File: src/aczc_pkg.sv
`timescale 1ns / 1ps

package aczc_pkg;

    localparam int TIME_W     = 32;
    localparam int FREQ_W     = 10;
    localparam int MARGIN_W   = 6;
    localparam int OFFSET_W   = 18;
    localparam int HALF_W     = 19;
    localparam int PHASE_W    = 7;
    localparam int DENOM_W    = 18;
    localparam int CFG_IDX_W  = 3;
    localparam int CFG_DATA_W = 18;
    localparam int DIV_W      = 32;
    localparam int CNT_W      = $clog2(DIV_W);

    localparam int PHASE_RESOLUTION = 100;
    localparam int PHASE_ALL_ONES   = (1 << PHASE_W) - 1;
    localparam int PHASE_LIMIT_INT  = (PHASE_RESOLUTION > PHASE_ALL_ONES) ?
                                      PHASE_ALL_ONES : PHASE_RESOLUTION;
    localparam logic [PHASE_W-1:0] PHASE_LIMIT = PHASE_W'(PHASE_LIMIT_INT);
    localparam logic [DIV_W-1:0]   PHASE_RES_W = DIV_W'(PHASE_RESOLUTION);

    localparam logic [DIV_W-1:0] HALF_SECOND_US = DIV_W'(500000);
    localparam logic [DIV_W-1:0] MIN_HALF_NUM   = DIV_W'(50000000);

    localparam logic [DENOM_W-1:0] PERCENT_FULL = DENOM_W'(100);

    localparam logic [FREQ_W-1:0]   MIN_FREQ_RESET = FREQ_W'(50);
    localparam logic [FREQ_W-1:0]   MAX_FREQ_RESET = FREQ_W'(60);
    localparam logic [MARGIN_W-1:0] MARGIN_RESET   = MARGIN_W'(10);
    localparam logic [FREQ_W-1:0]   FREQ_A_RESET   = FREQ_W'(50);
    localparam logic [FREQ_W-1:0]   FREQ_B_RESET   = FREQ_W'(60);
    localparam logic [HALF_W-1:0]   HALF_RESET     = HALF_W'(8333);

    localparam logic CMD_EDGE = 1'b0;
    localparam logic CMD_TICK = 1'b1;

    typedef enum logic [CFG_IDX_W-1:0] {
        CFG_MIN_FREQ = 3'd0,
        CFG_MAX_FREQ = 3'd1,
        CFG_MARGIN   = 3'd2,
        CFG_FREQ_A   = 3'd3,
        CFG_FREQ_B   = 3'd4,
        CFG_OFFSET   = 3'd5
    } t_cfg_idx;

    typedef enum logic [3:0] {
        ST_IDLE,
        ST_EDGE_WAIT,
        ST_ACT_WAIT,
        ST_SNAP_PICK,
        ST_SNAP_CLAMP,
        ST_HP_WAIT,
        ST_TICK_WAIT,
        ST_PH_WAIT,
        ST_OUT
    } t_state;

    typedef struct packed {
        logic             start;
        logic [DIV_W-1:0] dividend;
        logic [DIV_W-1:0] divisor;
    } t_div_req;

    typedef struct packed {
        logic             done;
        logic [DIV_W-1:0] quotient;
        logic [DIV_W-1:0] remainder;
    } t_div_rsp;

    function automatic logic [DIV_W-1:0] nz(input logic [DIV_W-1:0] v);
        return (v == '0) ? DIV_W'(1) : v;
    endfunction

    function automatic logic [HALF_W-1:0] absdiff(input logic [HALF_W-1:0] a,
                                                  input logic [HALF_W-1:0] b);
        return (a > b) ? (a - b) : (b - a);
    endfunction

endpackage

File: src/aczc_div.sv
`timescale 1ns / 1ps

module aczc_div (
    input  logic              i_clk,
    input  logic              i_rst_n,
    input  aczc_pkg::t_div_req i_req,
    output aczc_pkg::t_div_rsp o_rsp
);
    import aczc_pkg::*;

    logic             r_busy;
    logic             r_done;
    logic [CNT_W-1:0] r_cnt;
    logic [DIV_W-1:0] r_quo;
    logic [DIV_W-1:0] r_rem;
    logic [DIV_W-1:0] r_dvs;

    logic [DIV_W:0] w_trial;
    logic           w_fits;

    assign w_trial = {r_rem, r_quo[DIV_W-1]};
    assign w_fits  = (w_trial >= {1'b0, r_dvs});

    always_ff @(posedge i_clk) begin
        if (!i_rst_n) begin
            r_busy <= 1'b0;
            r_done <= 1'b0;
            r_cnt  <= '0;
        end else begin
            r_done <= 1'b0;
            if (i_req.start) begin
                r_busy <= 1'b1;
                r_cnt  <= '0;
            end else if (r_busy) begin
                r_cnt <= r_cnt + 1'b1;
                if (r_cnt == CNT_W'(DIV_W - 1)) begin
                    r_busy <= 1'b0;
                    r_done <= 1'b1;
                end
            end
        end
    end

    always_ff @(posedge i_clk) begin
        if (i_req.start) begin
            r_quo <= i_req.dividend;
            r_rem <= '0;
            r_dvs <= i_req.divisor;
        end else if (r_busy) begin
            if (w_fits) begin
                r_rem <= DIV_W'(w_trial - {1'b0, r_dvs});
            end else begin
                r_rem <= w_trial[DIV_W-1:0];
            end
            r_quo <= {r_quo[DIV_W-2:0], w_fits};
        end
    end

    assign o_rsp.done      = r_done;
    assign o_rsp.quotient  = r_quo;
    assign o_rsp.remainder = r_rem;

endmodule

File: src/ac_zero_cross_phase_tracker_top.sv
`timescale 1ns / 1ps

// Mains zero-crossing phase tracker.
// The input channel (i_in_valid, o_in_stall) carries items of i_cmd and i_now_us:
// a zero-crossing edge (i_cmd low) or a timer tick (i_cmd high). The output
// channel (o_out_valid, i_out_stall) carries o_phase, the position inside the
// current half cycle scaled to the phase resolution.
// One item is worked on at a time; o_in_stall is high while an item is busy.
// All divisions run on one shared restoring divider that retires one quotient
// bit per cycle. A rejected edge uses one division; an accepted edge uses three
// divisions and passes the snap pick and snap clamp states before the third.
// A phase tick uses two divisions and then loads the output register; a tick
// whose time since the reference is not positive starts no division, and one
// with a zero remainder ends after the first.
// Edges never produce an item. Configuration writes on i_cfg_wr_en take
// effect at once and must only be made while the block is idle.
// Synchronous active-low reset restores the register defaults, a half period
// of 8333 us and unmasked edges, and empties the output register.
// A finished phase waits in the output register while i_out_stall is high;
// a following result then waits inside the block until the register is free.

module ac_zero_cross_phase_tracker_top (
    input  logic                              i_clk,
    input  logic                              i_rst_n,
    input  logic                              i_in_valid,
    output logic                              o_in_stall,
    input  logic                              i_cmd,
    input  logic [aczc_pkg::TIME_W-1:0]       i_now_us,
    output logic                              o_out_valid,
    input  logic                              i_out_stall,
    output logic [aczc_pkg::PHASE_W-1:0]      o_phase,
    input  logic                              i_cfg_wr_en,
    input  logic [aczc_pkg::CFG_IDX_W-1:0]    i_cfg_index,
    input  logic [aczc_pkg::CFG_DATA_W-1:0]   i_cfg_wdata
);
    import aczc_pkg::*;

    t_state r_state, n_state;

    logic [FREQ_W-1:0]   r_min_f;
    logic [FREQ_W-1:0]   r_max_f;
    logic [MARGIN_W-1:0] r_margin;
    logic [FREQ_W-1:0]   r_fa;
    logic [FREQ_W-1:0]   r_fb;
    logic [OFFSET_W-1:0] r_offset;

    logic [TIME_W-1:0] r_last, n_last;
    logic [TIME_W-1:0] r_ref, n_ref;
    logic [HALF_W-1:0] r_half, n_half;
    logic              r_mask, n_mask;
    logic              r_out_valid, n_out_valid;

    logic [TIME_W-1:0]  r_now, n_now;
    logic [HALF_W-1:0]  r_actual, n_actual;
    logic [FREQ_W-1:0]  r_closest, n_closest;
    logic [PHASE_W-1:0] r_phase_res, n_phase_res;
    logic [PHASE_W-1:0] r_phase, n_phase;

    t_div_req w_div_req;
    t_div_rsp w_div_rsp;

    logic [DENOM_W-1:0] w_denom;
    logic [DENOM_W-1:0] w_low_bound;
    logic [DENOM_W-1:0] w_close_pct;
    logic [TIME_W-1:0]  w_elapsed;
    logic [TIME_W-1:0]  w_du;
    logic [HALF_W-1:0]  w_half_nz;
    logic [HALF_W-1:0]  w_rem;
    logic [HALF_W-1:0]  w_d_max;
    logic [HALF_W-1:0]  w_d_a;
    logic [HALF_W-1:0]  w_d_b;
    logic [HALF_W-1:0]  w_d_best;
    logic [FREQ_W-1:0]  w_pick;
    logic [FREQ_W-1:0]  w_snap_f;
    logic [DIV_W-1:0]   w_phase_q;

    aczc_div u_div (
        .i_clk   (i_clk),
        .i_rst_n (i_rst_n),
        .i_req   (w_div_req),
        .o_rsp   (w_div_rsp)
    );

    assign w_denom     = DENOM_W'(DENOM_W'(r_max_f) * (PERCENT_FULL + DENOM_W'(r_margin)));
    assign w_low_bound = DENOM_W'(DENOM_W'(r_min_f) * (PERCENT_FULL - DENOM_W'(r_margin)));
    assign w_close_pct = DENOM_W'(DENOM_W'(r_closest) * PERCENT_FULL);
    assign w_elapsed   = r_now - r_last;
    assign w_du        = i_now_us - r_ref;
    assign w_half_nz   = (r_half == '0) ? HALF_W'(1) : r_half;
    assign w_rem       = w_div_rsp.remainder[HALF_W-1:0];
    assign w_phase_q   = (w_div_rsp.quotient > PHASE_RES_W) ? PHASE_RES_W
                                                            : w_div_rsp.quotient;

    always_comb begin
        w_d_max  = absdiff(HALF_W'(r_max_f), r_actual);
        w_d_a    = absdiff(HALF_W'(r_fa), r_actual);
        w_d_b    = absdiff(HALF_W'(r_fb), r_actual);
        w_pick   = r_max_f;
        w_d_best = w_d_max;
        if (w_d_a < w_d_best) begin
            w_pick   = r_fa;
            w_d_best = w_d_a;
        end
        if (w_d_b < w_d_best) begin
            w_pick = r_fb;
        end
    end

    always_comb begin
        if (w_close_pct < w_low_bound) begin
            w_snap_f = r_min_f;
        end else if (w_close_pct > w_denom) begin
            w_snap_f = r_max_f;
        end else begin
            w_snap_f = r_closest;
        end
    end

    always_comb begin
        n_state     = r_state;
        n_last      = r_last;
        n_ref       = r_ref;
        n_half      = r_half;
        n_mask      = r_mask;
        n_now       = r_now;
        n_actual    = r_actual;
        n_closest   = r_closest;
        n_phase_res = r_phase_res;
        n_phase     = r_phase;
        n_out_valid = r_out_valid && i_out_stall;
        w_div_req   = '0;

        unique case (r_state)
            ST_IDLE: begin
                if (i_in_valid) begin
                    n_now = i_now_us;
                    if (i_cmd == CMD_EDGE) begin
                        w_div_req.start    = 1'b1;
                        w_div_req.dividend = MIN_HALF_NUM;
                        w_div_req.divisor  = nz(DIV_W'(w_denom));
                        n_state            = ST_EDGE_WAIT;
                    end else if (!w_du[TIME_W-1] && (w_du != '0)) begin
                        w_div_req.start    = 1'b1;
                        w_div_req.dividend = DIV_W'(w_du);
                        w_div_req.divisor  = DIV_W'(w_half_nz);
                        n_state            = ST_TICK_WAIT;
                    end
                end
            end
            ST_EDGE_WAIT: begin
                if (w_div_rsp.done) begin
                    if (!r_mask && (DIV_W'(w_elapsed) >= w_div_rsp.quotient)) begin
                        w_div_req.start    = 1'b1;
                        w_div_req.dividend = HALF_SECOND_US;
                        w_div_req.divisor  = nz(DIV_W'(w_elapsed));
                        n_state            = ST_ACT_WAIT;
                    end else begin
                        n_state = ST_IDLE;
                    end
                end
            end
            ST_ACT_WAIT: begin
                if (w_div_rsp.done) begin
                    n_actual = w_div_rsp.quotient[HALF_W-1:0];
                    n_state  = ST_SNAP_PICK;
                end
            end
            ST_SNAP_PICK: begin
                n_closest = w_pick;
                n_state   = ST_SNAP_CLAMP;
            end
            ST_SNAP_CLAMP: begin
                w_div_req.start    = 1'b1;
                w_div_req.dividend = HALF_SECOND_US;
                w_div_req.divisor  = nz(DIV_W'(w_snap_f));
                n_state            = ST_HP_WAIT;
            end
            ST_HP_WAIT: begin
                if (w_div_rsp.done) begin
                    n_half  = w_div_rsp.quotient[HALF_W-1:0];
                    n_mask  = 1'b1;
                    n_last  = r_now;
                    n_ref   = r_now + TIME_W'(signed'(r_offset));
                    n_state = ST_IDLE;
                end
            end
            ST_TICK_WAIT: begin
                if (w_div_rsp.done) begin
                    if (w_rem == '0) begin
                        n_state = ST_IDLE;
                    end else begin
                        if (w_rem > (w_half_nz >> 1)) begin
                            n_mask = 1'b0;
                        end
                        w_div_req.start    = 1'b1;
                        w_div_req.dividend = DIV_W'(DIV_W'(w_rem) * PHASE_RES_W);
                        w_div_req.divisor  = DIV_W'(w_half_nz);
                        n_state            = ST_PH_WAIT;
                    end
                end
            end
            ST_PH_WAIT: begin
                if (w_div_rsp.done) begin
                    n_phase_res = w_phase_q[PHASE_W-1:0];
                    n_state     = ST_OUT;
                end
            end
            ST_OUT: begin
                if (!r_out_valid || !i_out_stall) begin
                    n_out_valid = 1'b1;
                    n_phase     = r_phase_res;
                    n_state     = ST_IDLE;
                end
            end
            default: begin
                n_state = ST_IDLE;
            end
        endcase
    end

    always_ff @(posedge i_clk) begin
        if (!i_rst_n) begin
            r_state <= ST_IDLE;
        end else begin
            r_state <= n_state;
        end
    end

    always_ff @(posedge i_clk) begin
        if (!i_rst_n) begin
            r_last      <= '0;
            r_ref       <= '0;
            r_half      <= HALF_RESET;
            r_mask      <= 1'b0;
            r_out_valid <= 1'b0;
        end else begin
            r_last      <= n_last;
            r_ref       <= n_ref;
            r_half      <= n_half;
            r_mask      <= n_mask;
            r_out_valid <= n_out_valid;
        end
    end

    always_ff @(posedge i_clk) begin
        r_now       <= n_now;
        r_actual    <= n_actual;
        r_closest   <= n_closest;
        r_phase_res <= n_phase_res;
        r_phase     <= n_phase;
    end

    always_ff @(posedge i_clk) begin
        if (!i_rst_n) begin
            r_min_f  <= MIN_FREQ_RESET;
            r_max_f  <= MAX_FREQ_RESET;
            r_margin <= MARGIN_RESET;
            r_fa     <= FREQ_A_RESET;
            r_fb     <= FREQ_B_RESET;
            r_offset <= '0;
        end else if (i_cfg_wr_en) begin
            unique case (t_cfg_idx'(i_cfg_index))
                CFG_MIN_FREQ: r_min_f  <= i_cfg_wdata[FREQ_W-1:0];
                CFG_MAX_FREQ: r_max_f  <= i_cfg_wdata[FREQ_W-1:0];
                CFG_MARGIN:   r_margin <= i_cfg_wdata[MARGIN_W-1:0];
                CFG_FREQ_A:   r_fa     <= i_cfg_wdata[FREQ_W-1:0];
                CFG_FREQ_B:   r_fb     <= i_cfg_wdata[FREQ_W-1:0];
                CFG_OFFSET:   r_offset <= i_cfg_wdata[OFFSET_W-1:0];
                default: begin
                end
            endcase
        end
    end

    assign o_in_stall  = (r_state != ST_IDLE);
    assign o_out_valid = r_out_valid;
    assign o_phase     = r_phase;

endmodule

File: config.mk
export PLATFORM = sky130hd
export DESIGN_NAME = ac_zero_cross_phase_tracker_top
export DESIGN_NICKNAME = d
export VERILOG_FILES = /design/src/aczc_pkg.sv /design/src/aczc_div.sv /design/src/ac_zero_cross_phase_tracker_top.sv
export SDC_FILE = /design/constraint.sdc
export NUM_CORES = 2
export LEC_CHECK = 0
export BUFFER_PORTS_ARGS = -buffer_cell sky130_fd_sc_hd__buf_4
export CAP_MARGIN = 20
export CORE_MARGIN = 2
export CORE_UTILIZATION = 40
export CTS_CLUSTER_DIAMETER = 200
export DETAILED_ROUTE_END_ITERATION = 16
export PLACE_DENSITY = 0.59
export SYNTH_ARGS = -nofsm -noshare
export SYNTH_HDL_FRONTEND = slang
export SYNTH_SLANG_ARGS = --single-unit
File: constraint.sdc
create_clock -name i_clk -period 9.5 [get_ports i_clk]
set_clock_uncertainty 0.15 [all_clocks]
set_input_delay 1.425 -clock i_clk [delete_from_list [all_inputs] [get_ports i_clk]]
set_output_delay 1.425 -clock i_clk [all_outputs]
set_load 0.01 [all_outputs]
==> results_dict.tcl <==
set metrics [dict create \
    status "finished, final reports clean" \
    vias 29159 \
    drc 0 \
    p_int_uw 4720 \
    worstSkewPairLatency_ns 0.61 \
    wl_per_cell_um 19.9 \
    antenna_found_initial 3 \
    grt-busiest-layer "met2" \
    grt_overflow 0 \
    grt_max_degree 92 \
    yosysWarnings 0 \
    cts_tree "yes" \
    ys_ff_latch 331 \
    cts_buffer_depth 3 \
    worstSetupStartpointType "flip-flop" \
    drtAntennaViolNets 0 \
    antenna_cells 0 \
    setup_viol 0 \
    nNetsFinal 4780 \
    synth_area_sq_um 34200 \
    cts_buffers 40 \
    cp_max_fo 14 \
    fmax_mhz 115 \
    period_needed_ns 8.69 \
    async_flop_share 0 \
    p_seq_frac 0.252 \
    use_met1 0.320 \
    die_w_um 296 \
    drtIter0Drc 2242 \
    hold_path_depth 2 \
    final_cell_mix "inv_1 (545), ha_1 (494), nand2_1 (476)" \
    period_share 0.915 \
    combPwrFrac 0.561 \
    fill_cells 8556 \
    grt_pass1_vias 28052 \
    p_per_area_nw_per_um2 233 \
    critPathMostFrequentCell "fa_1" \
    start_util 0.403 \
    clk_pin_slew_ns 0.06 \
    final_common_cell "inv_1" \
    via_per_inst 5.52 \
    port_buffers 67 \
    ys_types 92 \
    peakVddDrop_mv 0.166 \
    worstHoldStart "r_last[15]" \
    rsz0062_at_grt "false" \
    rows 107 \
    postCtsHoldBufs 0 \
    worstSetupPathType "flip-flop to flip-flop" \
    tightest_slew_ns 1.08 \
    detailed_place_hpwl_mm 83.5 \
    ys.flop_type "dfxtp_1" \
    cts_max_level 2 \
    cp.arrival_ns 8.97 \
    cellLeakagePower_uw 0.0167 \
    slew_headroom 0.275 \
    max_stage_delay_ns 0.68 \
    drive_gt1_frac 0.0613 \
    gp_congestion 0.967 \
    slew_violations 0 \
    dr.pass1.iters 9 \
    met2_usage 0.404 \
    cap_violations 0 \
    regToRegSetupSlack_ns 0.81 \
    track_usage 0.239 \
    r2r_cells 31 \
    r2r_end "u_div.r_dvs[0]" \
    p_clk_frac 0.187 \
    synth-seq-area-share 0.235 \
    clock-root-buffer "clkbuf_16" \
    crit_required_ns 9.78 \
    synth_edf_count 139 \
    gr-usage-met3 0.0238 \
    pin_count 68 \
    p_sw_frac 0.457 \
    grt_pass1_wl_mm 163 \
    hold_path_class "flip-flop to flip-flop" \
    hold_end "r_last[15]" \
    dieArea_sq_um 87800 \
    coreArea_sq_um 84900 \
    synth_fp_nets 4760 \
    p_switching_uw 3970 \
    wl_mm 105 \
    tns_ns 0 \
    syn-mean-instance-area_sq_um 8.36 \
    hold_viol_final 0 \
    synth_cells 4090 \
    syn_to_final_growth_pct 9.06 \
    die_y_um 296 \
    dpl.cell_count 5211 \
    worst_setup_path_end_kind "flip-flop" \
    stdcell_count 5286 \
    cts_sinks 331 \
    post_cts_buffers 0 \
    crit_slowest_cell "xor2_1" \
    r2r-start "r_margin[2]" \
]
routing by layer:
| layer | part of all wire | wire length, um |
|---|---|---|
| met2 | 0.46 | 48900 |
| met3 | 0.055 | 5790 |
| met5 | 0.00010 | 11 |
| met4 | 0.033 | 3450 |
| met1 | 0.45 | 47100 |
power by group through the flow:
stage	clock network [uW]	registers (uW)	logic, uW
after floorplan	0	2000	3640
after global placement	0	2210	4760
after detailed placement	0	2210	4800
after CTS	1650	2180	4830
after global routing	1710	2210	5450
final	1630	2190	4880
sequential cells by signal (all words and copies together) (netlist names), 5 cells and up:
signal / flops
o_phase: 7
r_actual: 19
r_closest: 10
r_fa: 10
r_fb: 10
r_half: 19
r_last: 32
r_margin: 6
r_max_f: 10
r_min_f: 10
r_now: 32
r_offset: 18
r_phase_res: 7
r_ref: 32
u_div.r_cnt: 5
u_div.r_dvs: 32
u_div.r_quo: 32
u_div.r_rem: 32
per-stage QoR:
stage	util	setup WS (ns)	total power (uW)	hold WS [ns]	instance area, sq um
floorplan	-	1.55	5640	0.250	34200
global placement	0.423	0.985	6970	0.303	35900
detailed placement	0.423	0.866	7010	0.310	35900
CTS	0.439	0.857	8670	0.318	37300
global route	0.439	0.128	9370	0.333	37300
finish	0.439	0.810	8690	0.316	37300
layout make-up:
type / count / area, sq um / share of cell area
tap: 1144 / 1430 / 0.0384
multi-input combinational: 3085 / 23600 / 0.633
timing repair buffer: 106 / 796 / 0.0214
clock buffer: 59 / 1170 / 0.0315
sequential: 331 / 8020 / 0.215
inverter: 546 / 2050 / 0.0550
clock inverter: 15 / 195 / 0.00524
worst max-delay path: cells and delay by family (launching register included):
| kind | cells | cell delay (ns) |
|---|---|---|
| compound gates | 6 | 1.30 |
| xor+xnor | 2 | 0.87 |
| buf+inv | 5 | 0.71 |
| simple gates | 9 | 1.70 |
| mux | 3 | 0.76 |
| fa+ha+maj | 6 | 2.70 |
| flops | 1 | 0.33 |
synth_stat cells, drive strengths merged, types with 8 or more instances:
| master | count | area [sq um] |
|---|---|---|
| edfxtp | 139 | 4170 |
| a31oi | 36 | 231 |
| a22oi | 15 | 113 |
| nor4 | 26 | 175 |
| nand2b | 52 | 325 |
| a21boi | 110 | 826 |
| xor2 | 81 | 709 |
| o2111ai | 8 | 76.3 |
| a2111oi | 8 | 70.1 |
| and2 | 110 | 688 |
| dfxtp | 192 | 3840 |
| nand4 | 46 | 288 |
| o21a | 32 | 241 |
| or2 | 16 | 100 |
| o21bai | 33 | 248 |
| o211ai | 45 | 343 |
| a211o | 10 | 87.6 |
| nand2 | 477 | 1790 |
| nor2b | 62 | 388 |
| mux2i | 68 | 681 |
| buf | 31 | 178 |
| ha | 494 | 6180 |
| or3 | 23 | 149 |
| and3 | 28 | 176 |
| fa | 117 | 2340 |
| o221ai | 9 | 78.8 |
| a31o | 8 | 70.1 |
| a21oi | 233 | 1180 |
| a21o | 105 | 788 |
| a211oi | 49 | 448 |
| inv | 546 | 2050 |
| xnor2 | 131 | 1150 |
| nand3 | 65 | 325 |
| o41ai | 8 | 70.1 |
| nor2 | 182 | 683 |
| nor3 | 62 | 310 |
| mux2 | 16 | 180 |
| o21ai | 208 | 1040 |
| clkbuf | 97 | 364 |
| o31ai | 16 | 120 |
how the worst max path moves through the flow:
| stage | from | end |
|---|---|---|
| after detailed placement | r_actual[1] | r_closest[7] |
| after floorplan | r_actual[1] | r_closest[0] |
| after global routing | r_actual[1] | r_closest[6] |
| after global placement | r_actual[1] | r_closest[1] |
| after CTS | r_actual[1] | r_closest[4] |
| final | r_margin[2] | u_div.r_dvs[0] |
repair_timing:
action | 4_1_cts | 5_1_grt
gates resized for setup | 0 | 2
endpoints found under the hold margin | 0 | 0
endpoints found under the setup margin | 0 | 10
logic make-up (layout without fill, tap and decap cells):
kind of cell | Yosys count | count (layout) | share of synthesized area
buffers and inverters | 674 | 726 | 0.0758
AND/OR/NAND/NOR | 1180 | 1180 | 0.166
multiplexers | 84 | 84 | 0.0252
AO/OA/AOI/OAI | 998 | 998 | 0.195
flip-flops | 331 | 331 | 0.235
adder cells (fa/ha/maj) | 611 | 611 | 0.249
XOR/XNOR | 212 | 212 | 0.0543
Power figures use the tool's default switching activity.
